$ cat src/rtl/core/assert_macros.svh
// ----------------------------------------------------------------------------
// Assertion macros
// Shared concurrent assertion wrappers for the bus decoder RTL.
// ----------------------------------------------------------------------------
`ifndef ASSERT_MACROS_SVH
`define ASSERT_MACROS_SVH

`ifndef SYNTHESIS

`define HCBD_ASSERT(label, clk, rst, prop, msg) \
   label: assert property (@(posedge clk) disable iff (rst) (prop)) else $error(msg);

`define HCBD_ASSERT_ALWAYS(label, clk, prop, msg) \
   label: assert property (@(posedge clk) (prop)) else $error(msg);

`else

`define HCBD_ASSERT(label, clk, rst, prop, msg)

`define HCBD_ASSERT_ALWAYS(label, clk, prop, msg)

`endif

`endif

$ cat src/rtl/core/hcbd_pkg.sv
// ----------------------------------------------------------------------------
// hcbd_pkg
// Types, I/O register codes and helpers for the console bus decoder.
// ----------------------------------------------------------------------------
`default_nettype none

package hcbd_pkg;

   localparam int RAM_BANKS_DEFAULT      = 8;
   localparam int HIGH_RAM_BYTES_DEFAULT = 127;
   localparam int BANK_BYTES             = 4096;

   localparam logic [7:0] BYTE_ONES  = 8'hFF;
   localparam logic [7:0] BYTE_ZERO  = 8'h00;

   localparam logic [7:0] IO_PAD       = 8'h00;
   localparam logic [7:0] IO_TIMER_LO  = 8'h04;
   localparam logic [7:0] IO_TIMER_HI  = 8'h07;
   localparam logic [7:0] IO_IFLAG     = 8'h0F;
   localparam logic [7:0] IO_APU_LO    = 8'h10;
   localparam logic [7:0] IO_APU_HI    = 8'h27;
   localparam logic [7:0] IO_WAVE_LO   = 8'h30;
   localparam logic [7:0] IO_WAVE_HI   = 8'h3F;
   localparam logic [7:0] IO_PPU_LO    = 8'h40;
   localparam logic [7:0] IO_PPU_HI    = 8'h4B;
   localparam logic [7:0] IO_LY        = 8'h44;
   localparam logic [7:0] IO_MODE      = 8'h4C;
   localparam logic [7:0] IO_SPEED     = 8'h4D;
   localparam logic [7:0] IO_VBANK     = 8'h4F;
   localparam logic [7:0] IO_BOOT      = 8'h50;
   localparam logic [7:0] IO_DMA_LO    = 8'h51;
   localparam logic [7:0] IO_DMA_HI    = 8'h55;
   localparam logic [7:0] IO_PAL_LO    = 8'h68;
   localparam logic [7:0] IO_PAL_HI    = 8'h6C;
   localparam logic [7:0] IO_BANK      = 8'h70;
   localparam logic [7:0] IO_HRAM_LO   = 8'h80;
   localparam logic [7:0] IO_HRAM_HI   = 8'hFE;
   localparam logic [7:0] IO_IE        = 8'hFF;

   localparam int MODE_COMPAT_BIT = 2;

   typedef enum logic [3:0] {
      TGT_LOCAL, TGT_BOOT, TGT_CROM, TGT_VRAM, TGT_CRAM, TGT_OAM, TGT_PAD,
      TGT_TIMER, TGT_IFLAG, TGT_APU, TGT_WAVE, TGT_PPU, TGT_SPEED, TGT_DMA, TGT_IE
   } tgt_type;

   typedef enum logic [1:0] {
      SRC_CONST, SRC_WRAM, SRC_HRAM
   } src_type;

   typedef struct packed {
      logic       boot_mapped;
      logic       cart_present;
      logic [7:0] mode_byte;
      logic [2:0] ram_bank;
   } state_type;

   typedef struct packed {
      tgt_type     target;
      logic [14:0] offset;
      logic [7:0]  forward_data;
      logic [7:0]  const_data;
      logic        local_valid;
      src_type     src;
      logic        is_write;
      logic        wram_hit;
      logic        hram_hit;
      logic        mode_we;
      logic        boot_clear;
      logic        bank_we;
      logic [2:0]  bank_value;
   } decode_type;

   // Reduces a bank number modulo the number of banks by up to three subtractions, a full modulo for two banks or more.
   function automatic logic [2:0] bank_wrap(input logic [2:0] bank, input logic [3:0] banks);
      logic [2:0] v;
      v = bank;
      for (int i = 0; i < 3; i++) begin
         if ({1'b0, v} >= banks) begin
            v = v - banks[2:0];
         end
      end
      return v;
   endfunction

endpackage

`default_nettype wire

$ cat src/rtl/core/hcbd_decode.sv
// ----------------------------------------------------------------------------
// hcbd_decode
// Address decode of one CPU access against the memory map and local state.
// ----------------------------------------------------------------------------
`default_nettype none

module hcbd_decode import hcbd_pkg::*; #(
   parameter int RAM_BANKS      = RAM_BANKS_DEFAULT,
   parameter int HIGH_RAM_BYTES = HIGH_RAM_BYTES_DEFAULT,
   localparam int BW            = $clog2(RAM_BANKS),
   localparam int WA            = BW + 12,
   localparam int HA            = $clog2(HIGH_RAM_BYTES)
) (
   input  wire logic        kind,
   input  wire logic [15:0] address,
   input  wire logic [7:0]  wdata,
   input  wire state_type   state,
   output decode_type       dec,
   output logic [WA-1:0]    wram_addr,
   output logic [HA-1:0]    hram_addr
);

   logic [2:0] bank_mod;
   logic [7:0] io;
   tgt_type    io_tgt;

   assign bank_mod  = bank_wrap(state.ram_bank, 4'(RAM_BANKS));
   assign io        = address[7:0];
   assign hram_addr = HA'(io - IO_HRAM_LO);

   always_comb begin
      priority if (io == IO_PAD) begin
         io_tgt = TGT_PAD;
      end else if (io >= IO_TIMER_LO && io <= IO_TIMER_HI) begin
         io_tgt = TGT_TIMER;
      end else if (io == IO_IFLAG) begin
         io_tgt = TGT_IFLAG;
      end else if (io >= IO_APU_LO && io <= IO_APU_HI) begin
         io_tgt = TGT_APU;
      end else if (io >= IO_WAVE_LO && io <= IO_WAVE_HI) begin
         io_tgt = TGT_WAVE;
      end else if ((io >= IO_PPU_LO && io <= IO_PPU_HI && !(kind && io == IO_LY))
                   || io == IO_VBANK || (io >= IO_PAL_LO && io <= IO_PAL_HI)) begin
         io_tgt = TGT_PPU;
      end else if (io == IO_SPEED && (kind || !state.mode_byte[MODE_COMPAT_BIT])) begin
         io_tgt = TGT_SPEED;
      end else if (kind ? (io >= IO_DMA_LO && io <= IO_DMA_HI) : (io == IO_DMA_HI)) begin
         io_tgt = TGT_DMA;
      end else if (io == IO_IE) begin
         io_tgt = TGT_IE;
      end else begin
         io_tgt = TGT_LOCAL;
      end
   end

   always_comb begin
      logic        local_hit;
      logic [14:0] off;
      tgt_type     tgt;
      logic [7:0]  rd;
      src_type     src;
      logic        wram;
      logic        hram;

      local_hit = 1'b0;
      off       = '0;
      tgt       = TGT_LOCAL;
      rd        = BYTE_ZERO;
      src       = SRC_CONST;
      wram      = 1'b0;
      hram      = 1'b0;
      wram_addr = WA'(address[11:0]);
      dec       = '0;

      priority if (!address[15]) begin
         if (state.boot_mapped && (address[15:8] == 8'h00 || address[15:9] != 7'd0)) begin
            if (!kind) begin
               tgt = TGT_BOOT;
               off = address[14:0];
            end
         end else if (state.cart_present) begin
            tgt = TGT_CROM;
            off = address[14:0];
         end else begin
            rd        = BYTE_ONES;
            local_hit = 1'b1;
         end
      end else if (address[15:13] == 3'b100) begin
         tgt = TGT_VRAM;
         off = 15'(address[12:0]);
      end else if (address[15:13] == 3'b101) begin
         if (state.cart_present) begin
            tgt = TGT_CRAM;
            off = 15'(address[12:0]);
         end else begin
            rd        = BYTE_ONES;
            local_hit = 1'b1;
         end
      end else if (address[15:12] == 4'hC || address[15:12] == 4'hE) begin
         wram = 1'b1;
      end else if (address[15:12] == 4'hD) begin
         wram      = 1'b1;
         wram_addr = {bank_mod[BW-1:0], address[11:0]};
      end else if (address[15:8] == 8'hFD) begin
         wram      = 1'b1;
         wram_addr = WA'(address[12:0]);
      end else if (address[15:8] == 8'hFE) begin
         tgt = TGT_OAM;
         off = 15'(io);
      end else if (address[15:8] == 8'hFF) begin
         tgt = io_tgt;
         if (io_tgt == TGT_WAVE) begin
            off = 15'(io - IO_WAVE_LO);
         end else begin
            off = 15'(io);
         end
         if (io_tgt == TGT_LOCAL) begin
            local_hit = 1'b1;
            priority if (io == IO_MODE) begin
               rd           = state.mode_byte;
               dec.mode_we  = kind && state.boot_mapped;
            end else if (io == IO_BOOT) begin
               rd             = 8'(state.boot_mapped);
               dec.boot_clear = kind;
            end else if (io == IO_BANK) begin
               rd          = 8'(state.ram_bank);
               dec.bank_we = kind;
            end else if (io >= IO_HRAM_LO && io <= IO_HRAM_HI) begin
               hram = 1'b1;
            end else begin
               rd = BYTE_ONES;
            end
         end
      end else begin
         local_hit = 1'b1;
      end

      if (wram || hram) begin
         local_hit = 1'b1;
      end

      dec.target       = tgt;
      dec.offset       = (tgt == TGT_LOCAL) ? 15'd0 : off;
      dec.forward_data = (kind && tgt != TGT_LOCAL)
                         ? ((tgt == TGT_SPEED) ? {7'd0, wdata[0]} : wdata) : BYTE_ZERO;
      dec.local_valid  = !kind && local_hit;
      dec.const_data   = (!kind && local_hit) ? rd : BYTE_ZERO;
      if (!kind && wram) begin
         src = SRC_WRAM;
      end else if (!kind && hram) begin
         src = SRC_HRAM;
      end
      dec.src          = src;
      dec.is_write     = kind;
      dec.wram_hit     = wram;
      dec.hram_hit     = hram;
      dec.bank_value   = (wdata[2:0] == 3'd0) ? 3'd1 : wdata[2:0];
   end

endmodule

`default_nettype wire

$ cat config.mk
export PLATFORM = sky130hd
export DESIGN_NAME = hcbd_decode
export DESIGN_NICKNAME = d
export VERILOG_FILES = /design/src/rtl/core/assert_macros.svh /design/src/rtl/core/hcbd_pkg.sv /design/src/rtl/core/hcbd_decode.sv
export SDC_FILE = /design/constraint.sdc
export NUM_CORES = 1
export LEC_CHECK = 0
export ABC_AREA = 1
export ABC_CLOCK_PERIOD_IN_PS = 4740
export BUFFER_PORTS_ARGS = -buffer_cell sky130_fd_sc_hd__buf_2
export CAP_MARGIN = 40
export CORE_ASPECT_RATIO = 0.7
export CORE_UTILIZATION = 50
export DETAILED_ROUTE_END_ITERATION = 6
export GPL_TIMING_DRIVEN = 0
export PLACE_DENSITY = 0.92
export SYNTH_ARGS = -nofsm -noshare
export SYNTH_HDL_FRONTEND = slang
export SYNTH_SLANG_ARGS = --single-unit
$ cat constraint.sdc
create_clock -name vclk -period 4.74
set_clock_uncertainty 0.15 [all_clocks]
set_input_delay 0.711 -clock vclk [all_inputs]
set_output_delay 0.711 -clock vclk [all_outputs]
set_load 0.01 [all_outputs]
==> impl_metrics.ini, run 1 <==
[status]
status = finished, final reports clean

[setup_path]
path_cells = buf_2 > inv_1 > ha_1 > nand2_2 > nor2_2 > nand2_1 > nor2_2 > inv_2 > nand2_1 > nand4_2 > nand2_1 > nand3_1 > nand2_1 > nand2_2 > nor2_4 > nand2_4 > nand2_4 > nor2_1 > buf_2
cp-end-kind = output pin
critPathKind = in -> out
cp_top_family = simple AND/OR/NAND/NOR gates
cp.arrival_ns = 2.96
crit_fanout = 8
required_ns = 3.88
cp_slowest_cell = ha_1
cp.buffers_inverters = 4
worstSetupStartpointType = primary input
cp_common_cell = nand2_1
slowest_delay_ns = 0.26

[power_and_ir_drop]
ir_drop_mv = 0.0583
power_leakage_nw = 1.54
powerDensity_nw_per_um2 = 87.5

[min_path]
hold_depth = 2
min_from = kind
hold_path_end = dec[8]
hp-class = in -> out

[die]
start_util_pct = 54.9
ios = 107
core-area_um2 = 3320
dieArea_um2 = 3890
die_h_um = 52.5
die_width_um = 74.1
fp-row-count = 17

[yosys]
synth_most_common_cell = nand2_1
synth_warnings = 0
syn-num-nets = 413
syn_inst = 371
synth_largest_area_cell = nand2_1
synth_common_cells = nand2_1 (98), nor2_1 (59), inv_1 (56)
ys_seq_area_share_pct = 0
yosysUniqueCellTypes = 29
netlist.area_leader.share_pct = 20.2
synth_area_leaders = nand2_1 (20%), nor2_1 (12%), inv_1 (12%)
syn_area_per_cell_um2 = 4.91
netlist_area_um2 = 1820

[layout]
seq_cell_count = 0
antenna_cells = 0
fin_util_pct = 72.7
nClkBuffers = 0
final_cell_area_um2 = 2410
syn2layout_area_growth_pct = 32.3
final_nets = 521
final_layout_size_suffix_gt1_share_pct = 35.0
seq_area_um2 = 0
final_cells = 524

[routing]
drc = 0
routedWlPerCell_um = 11.8
final_antenna_net_count = 0
wirelength_um = 6160
vias_per_cell = 5.12
drt_iter0_markers = 269
first_pass_iters = 5
vias = 2684

[run]
cap_violations = 0

[sta]
setup_viol = 0
worst_pin_slew_ns = 0.716
finalSetupTns_ns = 0
relSlewSlack_pct = 51.8
fin_ws_ns = 0.920
hold_viol = 0
final.min_clock_period_ns = 3.82
drv_slew = 0
period_share_pct = 80.6
rsz0062_at_grt = no
max_freq_mhz = 262

[cts]
postCtsResizedCells = 0
post_cts_buffers = 0
holdBufCountCts = 0

[placement]
place_area_um2 = 2410
portBuffers = 106
dp.cells = 524
place_ws_ns = 0.983
dp_hpwl_um = 5230
place_congestion = 0.947

[grt]
track_usage_pct = 30.9
grt_pass1_wl_um = 9450
antenna_found_initial = 0
grt_overflow = 0
grt_max_degree = 11
first_global_vias = 2138
-- metal layers --
metal / share of wire, % / global-route usage, % / vias to the layer above
met3: 11 / 2.31 / 0
li1: - / - / 1371
met4: 0 / 1.60 / 0
met2: 42 / 50.5 / 171
met1: 47 / 45.6 / 1142
met5: 0 / 0 / -
-- where the power goes --
group	total [mW]	leakage (nW)	internal, mW	switching (mW)
combinational	0.211	1.54	0.0801	0.131
clock	0	0	0	0
sequential	0	0	0	0
-- stage by stage --
| step | power (mW) | hold WS, ns |
|---|---|---|
| 3_5_place_dp | 0.207 | 1.47 |
| 6_report | 0.211 | 1.46 |
| 5_1_grt | 0.234 | 1.47 |
| 2_1_floorplan | 0.131 | 1.36 |
| 4_1_cts | 0.208 | 1.47 |
| 3_3_place_gp | 0.205 | 1.46 |
-- worst max-delay path by stage --
| stage | start | endpoint | slack [ns] | cells past startpoint |
|---|---|---|---|---|
| after floorplan | address[5] | dec[15] | 1.56 | 16 |
| after global placement | address[4] | dec[27] | 1.00 | 19 |
| after detailed placement | address[4] | dec[26] | 0.98 | 19 |
| after CTS | address[4] | dec[26] | 0.97 | 19 |
| after global routing | address[4] | dec[15] | 0.69 | 18 |
| final | address[5] | dec[26] | 0.92 | 19 |
-- layout make-up --
cell class	count	area, µm²
Inverter	64	240
Multi-Input combinational cell	281	1410
Timing Repair Buffer	106	531
Tap cell	47	58.8
Fill cell	308	907
Buffer	26	174
-- layout by cell type (no fill, tap or decap), drive strengths merged --
master and instances:
nor2 74, inv 64, buf 128, o2111ai 1, ha 4, nor4 3
o22ai 1, o21ai 27, nor3 7, nand3 25, nand2 107, clkbuf 4
o211ai 7, a21oi 11, a21boi 1, nand4 12, nand3b 1
-- logic make-up (layout without fill, tap and decap cells) --
group	count (synthesis)	in the layout	synth area share (%)
adders and majority gates	4	4	2.75
buffers and inverters	90	196	22.7
AOI/OAI and AO/OA	48	48	14.6
and+or+nand+nor	229	229	60.0
(Power assumes the default switching activity.)
==> run 2: changes to the inputs <==
- ABC_CLOCK_PERIOD_IN_PS: 4740 -> 3200
- CORE_UTILIZATION: 50 -> 42
- PLACE_DENSITY: 0.92 -> 0.83
- clock period: 4.74 -> 3.2 ns (I/O delays scaled with it)
==> run 2 against run 1 <==
Against the previous run: sequential cell count stayed put; clock-buffer cell count unchanged; total power rose by 60%; critical path depth did not move; via count is 1.8% higher; final cell count is 1.7% higher; cell area up 6.9%; critical path type unchanged; critical endpoint unchanged; highest routed layer unchanged.
==> impl_metrics.ini, run 2 (synthesis results as in run 1) <==
[sta]
hold_viol = 0
worst_pin_slew_ns = 0.861
relSlewSlack_pct = 42.1
period_share_pct = 96.2
setup_viol = 0
final.min_clock_period_ns = 3.08
drv_slew = 0
max_freq_mhz = 325
hold_ws_ns = 0.992

[routing]
drt_iter0_markers = 221
wirelength_um = 6510
drc = 0
vias = 2733
routedWlPerCell_um = 12.2
final_antenna_net_count = 0
vias_per_cell = 5.13
first_pass_iters = 5

[grt]
first_global_vias = 2136
track_usage_pct = 25.8
grt_max_degree = 11
grt_overflow = 0
antenna_found_initial = 0
grt_pass1_wl_um = 9550

[power_and_ir_drop]
power_leakage_nw = 1.59
powerDensity_nw_per_um2 = 131
ir_drop_mv = 0.0780
total_power_uw = 337

[setup_path]
cp_slowest_cell = nor2_4
crit_fanout = 8
slowest_delay_ns = 0.18
cp.arrival_ns = 2.45
cp.buffers_inverters = 4
cp_common_cell = nand2_4
cp-end-kind = output pin
worstSetupStartpointType = primary input
critPathKind = in -> out
required_ns = 2.57
cp_top_family = simple AND/OR/NAND/NOR gates
path_cells = buf_6 > inv_4 > ha_4 > nand2_4 > nor2_4 > nand2_2 > nor2_4 > inv_2 > nand2_4 > nand3_2 > nor2_2 > nand3_2 > nand3_2 > nand2_4 > nor2_4 > nand2_4 > nand2_4 > nor2_1 > buf_2

[placement]
place_congestion = 0.942
dp.cells = 529
dp_hpwl_um = 5310
portBuffers = 106

[layout]
layout_commonest_cell = buf_2
seq_area_um2 = 0
nClkBuffers = 0
final_layout_size_suffix_gt1_share_pct = 38.3
layout_common_cells = buf_2 (105), nand2_1 (95), nor2_1 (55), inv_1 (54), o21ai_0 (25)
final_nets = 525
seq_cell_count = 0
final_cells = 533
antenna_cells = 0
syn2layout_area_growth_pct = 41.5

[cts]
holdBufCountCts = 0

[die]
die_h_um = 57.1
start_util_pct = 45.1
ios = 107
core-area_um2 = 4040
fp-row-count = 19
die_width_um = 80.7
dieArea_um2 = 4610

[min_path]
hp-class = in -> out

[run]
cap_violations = 0

[status]
status = finished, final reports clean
[run 2: metrics by stage]
| stage | setup slack (ns) | utilization, % | setup TNS (ns) | area (µm²) |
|---|---|---|---|---|
| after floorplan | 0.481 | - | 0 | 1820 |
| after global placement | -0.128 | 59.8 | -2.27 | 2420 |
| after global routing | -0.0218 | 63.8 | -0.109 | 2580 |
| after detailed placement | -0.129 | 59.8 | -1.88 | 2420 |
| final | 0.120 | 63.8 | 0 | 2580 |
| after CTS | 0.000661 | 60.5 | 0 | 2450 |
[run 2: worst paths after layout]
check	start	cells past startpoint	endpoint	slack [ns]
worst max-delay path	address[5]	19	dec[26]	0.12
worst min-delay path	kind	2	dec[8]	0.99
[run 2: per-layer routing]
layer  track usage (%)  vias up  share of wire, %
li1                  -     1380                 -
met1              39.5     1199                47
met2              42.1      154                43
met3              1.28        0               9.9
met4                 0        0                 0
met5                 0        -                 0
[run 2: final cells by class]
class	count	area, µm²
Timing Repair Buffer	110	577
Inverter	64	250
Buffer	26	174
Tap cell	52	65.1
Multi-Input combinational cell	281	1510
Fill cell	413	1460
[run 2: where the power goes]
| part | switching, mW | internal (mW) | leakage (nW) |
|---|---|---|---|
| Sequential | 0 | 0 | 0 |
| Combinational | 0.205 | 0.132 | 1.59 |
| Clock | 0 | 0 | 0 |
| Total | 0.205 | 0.132 | 1.59 |
[run 2: repair_timing]
| action | in CTS | in global routing |
|---|---|---|
| buffers inserted | 1 | 3 |
| setup endpoints to repair | 26 | 33 |
| gates resized for setup | 6 | 30 |
| pin swaps | 1 | 8 |
| hold endpoints to repair | 0 | 0 |
==> run 3: changes to the inputs <==
--- a/config.mk
+++ b/config.mk
@@ -7,3 +7,2 @@
 export LEC_CHECK = 0
-export ABC_AREA = 1
 export ABC_CLOCK_PERIOD_IN_PS = 3200
@@ -15,3 +14,3 @@
 export GPL_TIMING_DRIVEN = 0
-export PLACE_DENSITY = 0.83
+export PLACE_DENSITY = 0.82
 export SYNTH_ARGS = -nofsm -noshare
==> constraint.sdc (replaced) <==
create_clock -name vclk -period 3.2
set_clock_uncertainty 0.15 [all_clocks]
set_input_delay 0.8 -clock vclk [all_inputs]
set_output_delay 0.8 -clock vclk [all_outputs]
set_load 0.01 [all_outputs]
==> run 3 against run 2 <==
Against the previous run: the run now ends with setup timing left; critical path depth down 9; largest power group unchanged; cell area increased by 49%; total power rose by 50%; clock-buffer cell count is the same; critical endpoint is now dec[24]; routed wire length grew 96%; maximum frequency down 23%; utilization is 30 points higher; sequential cell count stayed put; sequential share of layout area unchanged.
==> impl_metrics.ini, run 3 <==
[yosys]
syn_area_per_cell_um2 = 6.60
netlist_area_um2 = 1840
synth_mux_area_share_pct = 1.70
yosys.area_share.adder_pct = 2.72
synth_largest_area_cell = buf_4
synth_compound_area_share_pct = 36.7
netlist.area_leader.share_pct = 10.2
yosysUniqueCellTypes = 67
synth_warnings = 0
synth_area_leaders = buf_4 (10%), nand2_1 (7.7%), o2111ai_1 (4.3%)
synth_top_family_by_area = simple AND/OR/NAND/NOR gates
synth_xor_area_share_pct = 0
synth-simple-area-share_pct = 43.4
synth_common_cells = nand2_1 (38), buf_4 (25), nor2_1 (14)
synth_most_common_cell = nand2_1
syn_inst = 279
ys_seq_area_share_pct = 0
syn-num-nets = 321

[grt]
track_usage_pct = 39.1
grt_pass1_wl_um = 14100
grt_overflow = 0
first_global_vias = 2840
antenna_found_initial = 1
grt_max_degree = 11

[layout]
final_cell_area_um2 = 3830
num-fill-cells = 126
nClkBuffers = 0
antenna_cells = 0
layout_commonest_cell = buf_2
multi_input_area_um2 = 2290
layout_common_cells = buf_2 (97), buf_4 (51), nand2_1 (33), buf_6 (28), a211oi_2 (10)
seq_area_um2 = 0
syn2layout_area_growth_pct = 108
seq_cell_count = 0
final_nets = 479
final_layout_size_suffix_gt1_share_pct = 69.9

[routing]
wl_met3_um = 1940
wirelength_um = 12800
vias_per_cell = 7.43
drc = 0
drt_iter0_markers = 524
first_pass_iters = 6
routedWlPerCell_um = 26.3
vias = 3619
final_antenna_net_count = 0
top_layer = met5
met1_length_um = 4370
wl_met2_um = 5270

[sta]
max_freq_mhz = 252
worst_pin_slew_ns = 1.04
drv_slew = 0
final.min_clock_period_ns = 3.98
relSlewSlack_pct = 30.7
period_share_pct = 124
rsz0062_at_grt = yes
hold_viol = 0
hold_ws_ns = 1.75
setup_viol = 41
fin_ws_ns = -0.776
finalSetupTns_ns = -27.18

[setup_path]
cp_slowest_cell = nor2_2
cp_common_cell = buf_2
cp.arrival_ns = 3.03
worstSetupStartpointType = primary input
required_ns = 2.25
cp_num_cells = 10
path_cells = buf_2 > nand3_2 > nor2_2 > o21ai_0 > o31a_1 > inv_2 > buf_6 > nand2_1 > o221ai_2 > buf_2
cp_top_family = simple AND/OR/NAND/NOR gates
crit_fanout = 9
slowest_delay_ns = 0.45
cp.buffers_inverters = 4
critPathKind = in -> out
cp-end-kind = output pin

[die]
dieArea_um2 = 4660
ios = 107
start_util_pct = 45.3
die_h_um = 57.4
core-area_um2 = 4070
die_width_um = 81.2
fp-row-count = 19

[run]
cap_violations = 0

[power_and_ir_drop]
powerDensity_nw_per_um2 = 132
power_leakage_nw = 1.62
ir_drop_mv = 0.119

[placement]
place_ws_ns = -1.26
place_area_um2 = 2720
portBuffers = 104
place_congestion = 1.04
dp_hpwl_um = 5540

[min_path]
hold_depth = 3
hp-class = in -> out

[cts]
holdBufCountCts = 0

[status]
violations = setup timing
status = complete, but fails checks
-- run 3: worst min-delay path: cells and delay by family --
kind | cells | cell delay, ns
compound gates | 1 | 0.08
buf+inv | 2 | 0.21
-- run 3: cell type report --
type | count | area share (%)
Multi-Input combinational cell | 232 | 59.8
Buffer | 37 | 7.51
Inverter | 8 | 1.44
Timing Repair Buffer | 158 | 29.5
Tap cell | 52 | 1.70
-- run 3: metrics by stage --
step / util, % / power, mW / cells
2_1_floorplan: - / 0.210 / 279
3_3_place_gp: 66.7 / 0.322 / 435
3_5_place_dp: 66.8 / 0.326 / 436
4_1_cts: 85.0 / 0.407 / 475
5_1_grt: 94.3 / 0.520 / 487
6_report: 94.3 / 0.506 / 487
-- run 3: logic make-up (layout without fill, tap and decap cells) --
| logic type | Yosys count | after routing |
|---|---|---|
| mux | 3 | 3 |
| simple gates | 140 | 140 |
| fa+ha+maj | 4 | 4 |
| compound gates | 85 | 85 |
| buf+inv | 47 | 203 |
-- run 3: final timing paths --
kind | from | slack (ns) | endpoint
max | address[14] | -0.78 | dec[24]
min | address[12] | 1.75 | dec[7]
-- run 3: where the power goes --
| part | leakage [nW] | switching, mW | internal (mW) |
|---|---|---|---|
| Sequential | 0 | 0 | 0 |
| Clock | 0 | 0 | 0 |
| Combinational | 1.62 | 0.288 | 0.218 |
-- run 3: timing repair --
action / in CTS / in global routing
setup endpoints to repair: 41 / 41
buffers inserted: 38 / 12
cloned: 2 / 1
hold endpoints to repair: 0 / 0
gates resized for setup: 92 / 58
pin swaps: 42 / 25
-- run 3: metal layers --
metal  up-vias  track usage [%]
met2       444             65.9
met5         -                0
met4         2             14.5
li1       1372                -
met1      1640             48.1
met3       161             9.44
